[src/rtl/core/svpc_pkg.sv]
// shared types, constants and helpers for the scheduled vent position controller
package svpc_pkg;

  localparam int NUM_ENTRIES = 8;
  localparam int STEP_SIZE   = 10;
  localparam int ROUTE_BITS  = 16;

  localparam int IDX_W = (NUM_ENTRIES > 1) ? $clog2(NUM_ENTRIES) : 1;
  localparam int NUM_W = $clog2(NUM_ENTRIES + 1);
  localparam int RW1   = ROUTE_BITS + 1;

  localparam int SEC_W  = 17;
  localparam int MIN_W  = 11;
  localparam int TEMP_W = 12;
  localparam int BAND_W = 8;

  localparam logic [SEC_W-1:0] DAY_LAST_SECOND = SEC_W'(86399);
  localparam logic [SEC_W:0]   DAY_SECONDS     = (SEC_W+1)'(86400);
  localparam logic [MIN_W-1:0] DAY_MINUTES     = MIN_W'(1440);

  // seconds to minutes: (s * MIN_RECIP) >> MIN_SHIFT is exact for s < 86400
  localparam int MIN_RECIP_W = 18;
  localparam logic [MIN_RECIP_W-1:0] MIN_RECIP = MIN_RECIP_W'(139811);
  localparam int MIN_SHIFT = 23;
  localparam int PROD_W    = SEC_W + MIN_RECIP_W;

  // motor drive codes
  localparam logic [1:0] DRV_STOP = 2'd0;
  localparam logic [1:0] DRV_FWD  = 2'd1;
  localparam logic [1:0] DRV_REV  = 2'd2;

  // temperature step codes
  localparam logic [1:0] STEP_NONE = 2'd0;
  localparam logic [1:0] STEP_UP   = 2'd1;
  localparam logic [1:0] STEP_DOWN = 2'd2;

  // item kinds and entry kinds
  localparam logic REQ_TICK   = 1'b0;
  localparam logic REQ_WRITE  = 1'b1;
  localparam logic KIND_ROUTE = 1'b0;
  localparam logic KIND_TEMP  = 1'b1;

  // configuration register indexes
  localparam logic [1:0] REG_MANUAL    = 2'd0;
  localparam logic [1:0] REG_DELAY     = 2'd1;
  localparam logic [1:0] REG_MAX_ROUTE = 2'd2;

  typedef struct packed {
    logic                    open;
    logic                    kind;
    logic [MIN_W-1:0]        start;
    logic [ROUTE_BITS-1:0]   route;
    logic signed [BAND_W-1:0] hi;
    logic signed [BAND_W-1:0] lo;
  } entry_t;

  localparam int ENTRY_W = $bits(entry_t);

  function automatic entry_t reset_entry(input logic [IDX_W-1:0] idx);
    entry_t e;
    e.open  = (idx == '0);
    e.kind  = KIND_ROUTE;
    e.start = (idx == '0) ? MIN_W'(240) : MIN_W'(1439);
    e.route = '0;
    e.hi    = BAND_W'(25);
    e.lo    = BAND_W'(20);
    return e;
  endfunction

endpackage

[src/rtl/core/scheduled_vent_position_controller.sv]
// scheduled vent position controller: schedule memory, scan sequencer and motor logic
// A tick item scans the whole schedule and is then evaluated and applied: the schedule lives
// in one memory with a single registered read port, so the scan reads one entry per cycle,
// then the active entry is read once more, evaluated and applied. A write item or a tick in
// manual mode skips the scan and goes straight to the output stage. The schedule comes out
// of reset already holding its default entries, with no clearing pass. One item is in
// work at a time; a finished result waits in the output register while the next item is
// accepted, and a result not yet taken holds the next one back until it is.
module scheduled_vent_position_controller
  import svpc_pkg::*;
(
  input  logic                      clk,
  input  logic                      rst,
  input  logic                      psel,
  input  logic                      penable,
  input  logic                      pwrite,
  input  logic [3:0]                paddr,
  input  logic [31:0]               pwdata,
  output logic [31:0]               prdata,
  output logic                      pready,
  input  logic                      in_valid,
  output logic                      in_ready,
  input  logic                      req_type,
  input  logic [2:0]                entry_index,
  input  logic                      entry_open,
  input  logic                      entry_kind,
  input  logic [MIN_W-1:0]          entry_start_minute,
  input  logic [ROUTE_BITS-1:0]     entry_route,
  input  logic signed [BAND_W-1:0]  entry_temp_high,
  input  logic signed [BAND_W-1:0]  entry_temp_low,
  input  logic [SEC_W-1:0]          time_of_day,
  input  logic [ROUTE_BITS-1:0]     current_route,
  input  logic signed [TEMP_W-1:0]  temperature_tenths,
  output logic                      out_valid,
  input  logic                      out_ready,
  output logic [1:0]                motor_drive,
  output logic [3:0]                active_entry,
  output logic                      drive_changed
);

  localparam logic [2:0] ST_IDLE  = 3'd0;
  localparam logic [2:0] ST_SCAN  = 3'd1;
  localparam logic [2:0] ST_LAST  = 3'd2;
  localparam logic [2:0] ST_RDA   = 3'd3;
  localparam logic [2:0] ST_EVAL  = 3'd4;
  localparam logic [2:0] ST_APPLY = 3'd5;
  localparam logic [2:0] ST_DONE  = 3'd6;

  logic [2:0] state;

  // configuration
  logic                  manual_hold;
  logic [SEC_W-1:0]      inspection_delay;
  logic [ROUTE_BITS-1:0] max_route;
  logic                  cfg_we;

  // schedule memory
  logic [ENTRY_W-1:0] mem [NUM_ENTRIES];
  logic [NUM_ENTRIES-1:0] entry_valid;
  logic               mem_we;
  logic [IDX_W-1:0]   mem_waddr;
  entry_t             mem_wdata;
  logic [IDX_W-1:0]   raddr;
  logic [ENTRY_W-1:0] rd_raw;
  logic               rd_valid;
  logic [IDX_W-1:0]   rd_idx;
  entry_t             rd_entry;

  // controller state
  logic [NUM_W-1:0]      active;
  logic [IDX_W-1:0]      active_idx;
  logic [1:0]            drive;
  logic                  timer_armed;
  logic [SEC_W-1:0]      timer_start;
  logic [1:0]            step_mode;
  logic [ROUTE_BITS-1:0] step_origin;

  // item in work
  logic [SEC_W-1:0]         now_s;
  logic [ROUTE_BITS-1:0]    cur;
  logic signed [TEMP_W-1:0] temp;
  logic [MIN_W-1:0]         minute;
  logic [PROD_W-1:0]        prod;
  logic [NUM_W-1:0]         scan_cnt;
  entry_t                   prev;
  logic                     changed;

  // evaluation flags
  logic a_kind, gt, lt, eq, elapsed_ok, hot, cold, up_done, dn_done;
  logic [SEC_W-1:0]         ts_eff;
  logic [SEC_W:0]           elapsed_w;
  logic signed [TEMP_W:0]   hi10, lo10, temp_x;
  logic [ROUTE_BITS-1:0]    stop_at;

  // apply results
  logic [1:0]            drive_next;
  logic [1:0]            step_mode_next;
  logic                  timer_armed_next;
  logic [SEC_W-1:0]      timer_start_next;
  logic [ROUTE_BITS-1:0] step_origin_next;
  logic                  new_step;

  logic in_fire;
  logic match_prev, match_last;

  assign pready   = 1'b1;
  assign cfg_we   = psel && penable && pwrite && pready;
  assign in_ready = (state == ST_IDLE);
  assign in_fire  = in_valid && in_ready;

  always_ff @(posedge clk) begin
    if (rst) begin
      manual_hold      <= 1'b0;
      inspection_delay <= SEC_W'(60);
      max_route        <= ROUTE_BITS'(1000);
    end else if (cfg_we) begin
      unique case (paddr[3:2])
        REG_MANUAL:    manual_hold      <= pwdata[0];
        REG_DELAY:     inspection_delay <= pwdata[SEC_W-1:0];
        REG_MAX_ROUTE: max_route        <= pwdata[ROUTE_BITS-1:0];
        default: ;
      endcase
    end
  end

  always_comb begin
    unique case (paddr[3:2])
      REG_MANUAL:    prdata = {31'd0, manual_hold};
      REG_DELAY:     prdata = 32'(inspection_delay);
      REG_MAX_ROUTE: prdata = 32'(max_route);
      default:       prdata = '0;
    endcase
  end

  // schedule writes happen only at acceptance, never during a scan
  assign mem_we    = in_fire && (req_type == REQ_WRITE) && (32'(entry_index) < NUM_ENTRIES);
  assign mem_waddr = IDX_W'(entry_index);
  always_comb begin
    mem_wdata.open  = entry_open;
    mem_wdata.kind  = entry_kind;
    mem_wdata.start = entry_start_minute;
    mem_wdata.route = entry_route;
    mem_wdata.hi    = entry_temp_high;
    mem_wdata.lo    = entry_temp_low;
  end

  assign active_idx = IDX_W'(active - NUM_W'(1));
  assign raddr      = (state == ST_SCAN) ? scan_cnt[IDX_W-1:0] : active_idx;

  always_ff @(posedge clk) begin
    if (mem_we) begin
      mem[mem_waddr] <= mem_wdata;
    end
    rd_raw <= mem[raddr];
    rd_idx <= raddr;
  end

  always_ff @(posedge clk) begin
    if (rst) begin
      entry_valid <= '0;
      rd_valid    <= 1'b0;
    end else begin
      if (mem_we) begin
        entry_valid[mem_waddr] <= 1'b1;
      end
      rd_valid <= entry_valid[raddr];
    end
  end

  assign rd_entry = rd_valid ? entry_t'(rd_raw) : reset_entry(rd_idx);

  assign prod = PROD_W'(now_s) * PROD_W'(MIN_RECIP);

  assign match_prev = prev.open && (minute >= prev.start) && (minute < rd_entry.start);
  assign match_last = prev.open && (minute >= prev.start) && (minute < DAY_MINUTES);

  // evaluation terms on the active entry
  assign ts_eff    = timer_armed ? timer_start : now_s;
  assign elapsed_w = (now_s >= ts_eff) ? {1'b0, now_s - ts_eff}
                                       : ({1'b0, now_s} + DAY_SECONDS - {1'b0, ts_eff});
  assign temp_x    = {temp[TEMP_W-1], temp};
  assign hi10      = ((TEMP_W+1)'(rd_entry.hi) <<< 3) + ((TEMP_W+1)'(rd_entry.hi) <<< 1);
  assign lo10      = ((TEMP_W+1)'(rd_entry.lo) <<< 3) + ((TEMP_W+1)'(rd_entry.lo) <<< 1);
  assign stop_at   = ({1'b0, step_origin} > RW1'(STEP_SIZE))
                     ? step_origin - ROUTE_BITS'(STEP_SIZE) : '0;

  always_comb begin
    drive_next       = drive;
    step_mode_next   = step_mode;
    timer_armed_next = timer_armed;
    timer_start_next = timer_start;
    step_origin_next = step_origin;
    new_step         = 1'b0;
    if (a_kind == KIND_ROUTE) begin
      if (gt && drive == DRV_STOP) begin
        drive_next = DRV_REV;
      end else if (lt && drive == DRV_STOP) begin
        drive_next = DRV_FWD;
      end else if (eq && drive != DRV_STOP) begin
        drive_next = DRV_STOP;
      end
    end else begin
      if (!timer_armed) begin
        timer_start_next = now_s;
        timer_armed_next = 1'b1;
      end
      if (elapsed_ok) begin
        if (drive == DRV_STOP) begin
          if (hot) begin
            step_origin_next = cur;
            step_mode_next   = STEP_UP;
            drive_next       = DRV_FWD;
            new_step         = 1'b1;
          end else if (cold) begin
            step_origin_next = cur;
            step_mode_next   = STEP_DOWN;
            drive_next       = DRV_REV;
            new_step         = 1'b1;
          end
        end
        timer_start_next = now_s;
      end
    end
    // a step started on this tick cannot already be complete
    if (step_mode_next != STEP_NONE) begin
      timer_start_next = now_s;
      if (!new_step && ((step_mode_next == STEP_UP && up_done) ||
                        (step_mode_next == STEP_DOWN && dn_done))) begin
        timer_armed_next = 1'b0;
        step_mode_next   = STEP_NONE;
        drive_next       = DRV_STOP;
      end
    end
  end

  always_ff @(posedge clk) begin
    if (rst) begin
      state       <= ST_IDLE;
      active      <= NUM_W'(1);
      drive       <= DRV_STOP;
      timer_armed <= 1'b0;
      timer_start <= '0;
      step_mode   <= STEP_NONE;
      step_origin <= '0;
      scan_cnt    <= '0;
      changed     <= 1'b0;
      out_valid   <= 1'b0;
    end else begin
      if (out_valid && out_ready && state != ST_DONE) begin
        out_valid <= 1'b0;
      end
      unique case (state)
        ST_IDLE: begin
          if (in_fire) begin
            now_s    <= (time_of_day > DAY_LAST_SECOND) ? DAY_LAST_SECOND : time_of_day;
            cur      <= current_route;
            temp     <= temperature_tenths;
            scan_cnt <= '0;
            changed  <= 1'b0;
            if (req_type == REQ_TICK && !manual_hold) begin
              state <= ST_SCAN;
            end else begin
              state <= ST_DONE;
            end
          end
        end
        ST_SCAN: begin
          if (scan_cnt == '0) begin
            minute <= prod[MIN_SHIFT +: MIN_W];
          end
          if (scan_cnt >= NUM_W'(2) && match_prev) begin
            active <= scan_cnt - NUM_W'(1);
          end
          if (scan_cnt != '0) begin
            prev <= rd_entry;
          end
          if (scan_cnt == NUM_W'(NUM_ENTRIES)) begin
            state <= ST_LAST;
          end else begin
            scan_cnt <= scan_cnt + NUM_W'(1);
          end
        end
        ST_LAST: begin
          if (match_last) begin
            active <= NUM_W'(NUM_ENTRIES);
          end
          state <= ST_RDA;
        end
        ST_RDA: begin
          state <= ST_EVAL;
        end
        ST_EVAL: begin
          a_kind     <= rd_entry.kind;
          gt         <= cur > rd_entry.route;
          lt         <= cur < rd_entry.route;
          eq         <= cur == rd_entry.route;
          elapsed_ok <= elapsed_w[SEC_W-1:0] >= inspection_delay;
          hot        <= (temp_x > hi10) && (cur < max_route);
          cold       <= (temp_x < lo10) && (cur != '0);
          up_done    <= {1'b0, cur} >= ({1'b0, step_origin} + RW1'(STEP_SIZE));
          dn_done    <= cur <= stop_at;
          state      <= ST_APPLY;
        end
        ST_APPLY: begin
          drive       <= drive_next;
          step_mode   <= step_mode_next;
          timer_armed <= timer_armed_next;
          timer_start <= timer_start_next;
          step_origin <= step_origin_next;
          changed     <= (drive_next != drive);
          state       <= ST_DONE;
        end
        ST_DONE: begin
          if (!out_valid || out_ready) begin
            out_valid     <= 1'b1;
            motor_drive   <= drive;
            active_entry  <= 4'(active);
            drive_changed <= changed;
            state         <= ST_IDLE;
          end
        end
        default: begin
          state <= ST_IDLE;
        end
      endcase
    end
  end

  a_active_range: assert property (@(posedge clk) disable iff (rst)
    (active >= NUM_W'(1)) && (active <= NUM_W'(NUM_ENTRIES)))
    else $error("active entry out of range");

  a_drive_code: assert property (@(posedge clk) disable iff (rst)
    (drive == DRV_STOP) || (drive == DRV_FWD) || (drive == DRV_REV))
    else $error("illegal motor drive code");

  a_write_idle: assert property (@(posedge clk) disable iff (rst)
    mem_we |-> (state == ST_IDLE))
    else $error("schedule write during a scan");

  a_scan_done: assert property (@(posedge clk) disable iff (rst)
    (state == ST_LAST) |=> (state == ST_RDA))
    else $error("sequencer left the scan out of order");

endmodule

[config.mk]
export PLATFORM = sky130hd
export DESIGN_NAME = scheduled_vent_position_controller
export DESIGN_NICKNAME = d
export VERILOG_FILES = /design/src/rtl/core/svpc_pkg.sv /design/src/rtl/core/scheduled_vent_position_controller.sv
export SDC_FILE = /design/constraint.sdc
export NUM_CORES = 1
export LEC_CHECK = 0
export BUFFER_PORTS_ARGS = -buffer_cell sky130_fd_sc_hd__buf_2
export CAP_MARGIN = 5
export CORE_MARGIN = 2
export CORE_UTILIZATION = 53
export CTS_CLUSTER_DIAMETER = 60
export DETAILED_ROUTE_END_ITERATION = 10
export PLACE_DENSITY_LB_ADDON = 0.2
export SLEW_MARGIN = 0
export SYNTH_ARGS = -nofsm -noshare
export SYNTH_HDL_FRONTEND = slang
export SYNTH_SLANG_ARGS = --single-unit
[constraint.sdc]
create_clock -name clk -period 6.1 [get_ports clk]
set_clock_uncertainty 0.2 [all_clocks]
set_input_delay 0.305 -clock clk [delete_from_list [all_inputs] [get_ports clk]]
set_output_delay 0.305 -clock clk [all_outputs]
set_load 0.005 [all_outputs]
==> impl_metrics.py, run 1 <==
metrics = {
    "critical_path": {
        "path_cells": "inv_1, ha_1, ha_1, or2_2, fa_1, inv_1, fa_1, fa_1, inv_1, fa_1, ha_1, and4_1, and2_1, a32oi_2, a21oi_1, a2111oi_4, o21ai_2, a22o_1, nor2_1, xnor2_1",
        "reg2reg_depth": 20,
        "crit_path_max_incr_delay_ps": 560,
        "critPathLaunch": "now_s[15]$_SDFFCE_PN0P_",
        "crit_path_end": "minute[9]$_DFFE_PP_",
        "worst-setup-path-type": "reg2reg",
        "worst_ep_required_time_ps": 6230,
        "end_kind": "register",
        "arrival_ps": 5840,
        "crit_fanout": 3,
        "crit_slowest_cell": "fa_1",
        "start_kind": "register",
        "timing.rr.start": "now_s[15]$_SDFFCE_PN0P_",
        "cp_common_cell": "fa_1",
        "reg2reg_to": "minute[9]$_DFFE_PP_",
        "rrSetupSlack_ps": 390,
    },
    "cts": {
        "post_cts_buffers": 0,
        "cts.sinks": 586,
        "cts_tree": "built",
        "cts-root-buf": "clkbuf_16",
        "cts-htree-levels": 3,
        "cts_buffers": 66,
        "clk_pin_slew_worst_paths_ps": 60,
        "cts_buffer_depth": 3,
        "worstSkewPairLatency_ps": 600,
    },
    "sta": {
        "finalCritPeriodShare": 0.9357,
        "fin_crit_ps": 5708,
        "grt_setup_unrepaired": "no",
        "drv_slew": 0,
        "max_freq_mhz": 175.2,
        "final-hold-violation-count": 0,
        "tightest_slew_ps": 1127,
        "setup_viol": 0,
        "setup_tns_ps": 0,
        "max_slew_margin": 0.2472,
    },
    "placed_design": {
        "port_buffers": 145,
        "place_hpwl_um": 46630,
        "gp_congestion": 0.9053,
    },
    "yosys": {
        "synth-main-ff-cell": "edfxtp_1",
        "yosysWarnings": 0,
        "synthArstFlopShare": 0,
        "synth_cells": 2931,
        "syn_avg_cell_area_um2": 10.50,
        "synth-edff-count": 444,
        "netlist_area_um2": 30790,
        "seq_area_frac_synth": 0.5254,
        "ys_types": 63,
        "ys_ff_latch": 586,
    },
    "pwr": {
        "power.leakage_nw": 14.50,
        "power.density_nw_per_um2": 390.6,
        "p_total_mw": 13.89,
        "vdd_ir_drop_max_uv": 277.8,
    },
    "cells_and_area": {
        "multi_input_area_um2": 13410,
        "nNetsFinal": 3649,
        "drive_above_1_share": 0.09630,
        "seqCellArea_um2": 16180,
        "fill_cells": 4572,
        "area_delta_synth_final_pct": 15.53,
    },
    "die": {
        "ios": 179,
        "die_area_um2": 60040,
        "core_area_um2": 57590,
        "std_cell_rows": 88,
        "start_util": 0.5347,
        "die_height_um": 245.0,
        "die_w_um": 245.0,
    },
    "grt": {
        "grt_pass1_vias": 22041,
        "antenna_found_initial": 8,
        "grt_first_pass_wirelength_um": 115800,
        "globalRouteOverflowTotal": 0,
        "grtUsageTotal": 0.2446,
        "grt_max_degree": 97,
    },
    "hold_path": {
        "hp-class": "in2reg",
    },
    "route": {
        "drc_errors": 0,
        "vias_per_cell": 5.529,
        "drtPass1Iterations": 5,
        "routed_wl_um": 72850,
        "wl_per_cell_um": 18.27,
        "ant_nets": 0,
        "drt_iter0_drc": 1609,
        "vias": 22045,
    },
    "job": {
        "drv_cap": 0,
    },
    "run_status": {
        "status": "completed",
    },
}
## sequential cells by signal, indices dropped and copies added (netlist names), 4 cells and up
| register | count |
|---|---|
| rd_raw | 45 |
| inspection_delay | 17 |
| cur | 16 |
| active | 4 |
| max_route | 16 |
| scan_cnt | 4 |
| entry_valid | 8 |
| active_entry | 4 |
| minute | 11 |
| step_origin | 16 |
| now_s | 17 |
| temp | 12 |
| timer_start | 17 |
| prev | 12 |
| mem | 360 |
## routing by layer
layer | GRT usage | part of all wire
met1 | 0.3180 | 0.43
met2 | 0.4182 | 0.48
met3 | 0.03914 | 0.060
met4 | 0.07945 | 0.025
met5 | 0 | 0.00089
## logic make-up after synthesis
logic type	after synthesis	share of synthesized area
xor gates and xnor gates	72	0.02048
adders and majority gates	344	0.1522
other	2	0.0002439
AOI/OAI and AO/OA	406	0.08335
muxes	20	0.006542
DFF	586	0.5254
and+or+nand+nor	1156	0.1670
buffers and inverters	345	0.04478
## final cells by class
type | instances | share of cell area
clock buffer | 105 | 0.05543
antenna | 3 | 0.0002110
sequential | 586 | 0.4547
multi-input combinational | 2014 | 0.3770
clock inverter | 14 | 0.004256
timing repair buffer | 293 | 0.05951
inverter | 207 | 0.02191
tap | 765 | 0.02691
## synthesized netlist by cell type (all sizes together), types with 37 or more instances
cell / instances / area share
ha: 293 / 0.12
dfxtp: 142 / 0.092
nand2: 589 / 0.072
nor2: 124 / 0.015
buf: 61 / 0.010
fa: 51 / 0.033
clkbuf: 77 / 0.0094
a21o: 37 / 0.0090
nand3: 248 / 0.040
o21ai: 107 / 0.018
xnor2: 38 / 0.011
inv: 207 / 0.025
edfxtp: 444 / 0.43
a21oi: 129 / 0.021
## report_power, final
group / switching, mW / internal (mW)
combinational: 3.12 / 1.97
sequential: 0.223 / 4.71
clock: 1.56 / 2.31
total: 4.91 / 8.99
## how the worst min path moves through the flow
stage                               from                        to  slack [ps]  cells after the start
floorplan               current_route[0]          cur[0]$_DFFE_PP_         200                      0
CTS                             in_valid  scan_cnt[2]$_SDFFE_PP0P_          20                      5
finish                          in_valid  scan_cnt[2]$_SDFFE_PP0P_          60                      5
global placement    changed$_SDFFE_PP0P_   drive_changed$_DFFE_PP_         220                      0
detailed placement  changed$_SDFFE_PP0P_   drive_changed$_DFFE_PP_         220                      0
global route                    in_valid      changed$_SDFFE_PP0P_         100                      5
## worst max-delay path: cells and delay by family (launching register included)
family	cells	cell delay, ps
fa+ha+maj	7	2710
compound gates	5	1170
simple gates	4	750
flops	1	350
buf+inv	3	180
xor+xnor	1	90
## repair_timing
item | CTS | global route
hold buffers | 111 | 0
endpoints found under the hold margin | 458 | 0
setup endpoints to repair | 0 | 1
gates resized for setup | 0 | 1
## cells in the final DEF, fill, tap and decap left out, types with 31 or more instances in the layout
cell type / Yosys / routed
a21oi_1: 129 / 129
xor2_1: 34 / 34
dlygate4sd3_1: 0 / 111
nor2_1: 123 / 116
nand2_1: 589 / 589
ha_1: 293 / 293
fa_1: 51 / 51
clkbuf_16: 0 / 69
buf_2: 19 / 144
inv_1: 207 / 205
dfxtp_1: 142 / 142
a21o_1: 37 / 37
nand3_1: 248 / 248
edfxtp_1: 444 / 444
nand2b_1: 31 / 31
o21ai_0: 99 / 96
xnor2_1: 38 / 38
buf_4: 16 / 37
## stage by stage
step / instances / hold slack, ps / setup slack [ps] / instance area [µm²] / util
2_1_floorplan: 2945 / 203.9 / 605.4 / 30840 / -
3_3_place_gp: 3753 / 219.9 / 461.3 / 32310 / 0.5612
3_5_place_dp: 3753 / 224.7 / 331.0 / 32310 / 0.5612
4_1_cts: 3983 / 19.23 / 313.8 / 35550 / 0.6173
5_1_grt: 3987 / 98.19 / 86.37 / 35570 / 0.6177
6_report: 3987 / 57.68 / 392.0 / 35570 / 0.6177
No activity file was read; power rests on OpenSTA's default activity.
==> run 2: changes to the inputs <==
--- a/config.mk
+++ b/config.mk
@@ -12,6 +12,7 @@
 export CTS_CLUSTER_DIAMETER = 60
 export DETAILED_ROUTE_END_ITERATION = 10
 export PLACE_DENSITY_LB_ADDON = 0.2
+export RECOVER_POWER = 100
 export SLEW_MARGIN = 0
 export SYNTH_ARGS = -nofsm -noshare
 export SYNTH_HDL_FRONTEND = slang
==> run 2 against run 1 <==
The run now ends with max-capacitance violations, max-slew violations left. First-iteration DRC count about the same. Sequential power about the same. Worst hold slack better by 23 ps. Critical path depth unchanged.
==> impl_metrics.py, run 2 (synthesized netlist as in run 1, its figures left out) <==
metrics = {
    "die": {
        "start_util": 0.5347,
        "die_area_um2": 60040,
        "core_area_um2": 57590,
        "die_height_um": 245.0,
        "std_cell_rows": 88,
        "ios": 179,
        "die_w_um": 245.0,
    },
    "placed_design": {
        "port_buffers": 145,
        "gp_congestion": 0.9053,
        "dp_cells": 3753,
        "place_hpwl_um": 46630,
    },
    "cells_and_area": {
        "postLayoutCoreUtil": 0.6143,
        "largest_reg_flops": 360,
        "largest-register": "mem",
        "reg.largest.list": "mem (360), rd_raw (45)",
        "area_delta_synth_final_pct": 14.89,
        "layout_commonest_cell": "nand2_1",
        "nNetsFinal": 3649,
        "instances_no_fill": 3987,
        "drive_above_1_share": 0.06803,
        "final_cell_mix": "589 x nand2_1, 444 x edfxtp_1, 293 x ha_1",
    },
    "route": {
        "wl_per_cell_um": 18.30,
        "vias": 22102,
        "vias_per_cell": 5.544,
        "drt_iter0_drc": 1610,
        "routed_wl_um": 72960,
        "drtPass1Iterations": 7,
        "drc_errors": 0,
        "ant_nets": 0,
    },
    "sta": {
        "max_freq_mhz": 174.4,
        "final-hold-violation-count": 0,
        "tightest_slew_ps": 3789,
        "whs_ps": 81.06,
        "finalCritPeriodShare": 0.9401,
        "fin_crit_ps": 5734,
        "drv_slew": 634,
        "setup_viol": 0,
        "max_slew_margin": -1.526,
        "setup_tns_ps": 0,
        "grt_setup_unrepaired": "no",
    },
    "grt": {
        "antenna_found_initial": 8,
        "grt_first_pass_wirelength_um": 115800,
        "grt_max_degree": 97,
        "globalRouteOverflowTotal": 0,
        "grt_pass1_vias": 22041,
        "grtUsageTotal": 0.2446,
    },
    "hold_path": {
        "hp-class": "in2reg",
    },
    "cts": {
        "clk_pin_slew_worst_paths_ps": 60,
        "cts_buffer_depth": 3,
        "cts-htree-levels": 3,
        "cts_tree": "built",
        "worstSkewPairLatency_ps": 600,
        "post_cts_buffers": 0,
        "cts-root-buf": "clkbuf_16",
        "cts_buffers": 66,
        "cts.sinks": 586,
    },
    "pwr": {
        "vdd_ir_drop_max_uv": 281.8,
        "power.density_nw_per_um2": 393.2,
        "power.leakage_nw": 14.23,
        "p_total_mw": 13.91,
    },
    "run_status": {
        "violations": "max-capacitance violations, max-slew violations",
        "status": "finished, violations left",
    },
    "critical_path": {
        "path_cells": "inv_1, ha_1, ha_1, or2_2, fa_1, inv_1, fa_1, fa_1, inv_1, fa_1, ha_1, and4_1, and2_0, o211ai_1, a31oi_1, and3_1, o21a_1, o21ai_1, a21boi_1, xor2_1",
        "worst_ep_required_time_ps": 6230,
        "arrival_ps": 5860,
        "crit_buf_inv": 3,
        "crit_path_max_incr_delay_ps": 560,
        "end_kind": "register",
        "cp_common_cell": "fa_1",
        "crit_family": "adder cells",
        "worst-setup-path-type": "reg2reg",
        "crit_slowest_cell": "fa_1",
        "crit_fanout": 4,
        "start_kind": "register",
    },
    "job": {
        "drv_cap": 13,
    },
}
[run 2: cell types whose count changed in the layout (fill, tap and decap cells not counted), sizes merged]
cell and delta:
buf -85, clkbuf +85
[run 2: area by class of cell]
type	instances	area, µm²
inverters	207	777.0
clock inverters	14	151.4
diodes	3	7.507
multi-input cells	2014	13370
repair buffers	293	1968
flip-flops and latches	586	16180
fillers	4635	22210
well taps	765	957.2
clock buffers	105	1972
[run 2: stage by stage]
| stage | setup WS (ps) | area, µm² |
|---|---|---|
| global route | 66.88 | 35380 |
| global placement | 461.3 | 32310 |
| finish | 365.6 | 35380 |
| detailed placement | 331.0 | 32310 |
| CTS | 313.8 | 35550 |
| floorplan | 605.4 | 30840 |
[run 2: path summary, 6_finish.rpt]
path	from	end	slack (ps)	cells after the start
worst max-delay path	now_s[15]$_SDFFCE_PN0P_	minute[6]$_DFFE_PP_	370	20
worst min register to register	active[3]$_SDFFE_PP0P_	active_entry[3]$_DFFE_PP_	240	0
worst min-delay path	in_valid	changed$_SDFFE_PP0P_	80	5
worst max register to register	now_s[15]$_SDFFCE_PN0P_	minute[6]$_DFFE_PP_	370	20
[run 2: repair_timing]
item / in CTS / in global routing
endpoints found under the setup margin: 0 / 1
hold buffers: 111 / 0
resized for setup: 0 / 1
endpoints found under the hold margin: 458 / 0
[run 2: report_power, final]
group | leakage, nW | switching [mW] | internal (mW)
Combinational | 8.02 | 3.11 | 1.98
Sequential | 5.17 | 0.223 | 4.71
Clock | 1.04 | 1.57 | 2.31
[run 2: tightest hold or removal path, cell delays in order]
cell     delay [ps]
buf_2           130
nand2_1         120
a21oi_1          80
nor2_1           90
o21a_1          120
[run 2: metal layers]
| layer | part of all wire | up-vias | track usage | wire [µm] |
|---|---|---|---|---|
| met5 | 0.00089 | - | 0 | 65 |
| met4 | 0.024 | 10 | 0.07945 | 1783 |
| met3 | 0.062 | 133 | 0.03914 | 4550 |
| met2 | 0.49 | 629 | 0.4182 | 35450 |
| met1 | 0.43 | 10640 | 0.3180 | 31110 |
| li1 | - | 10690 | - | - |
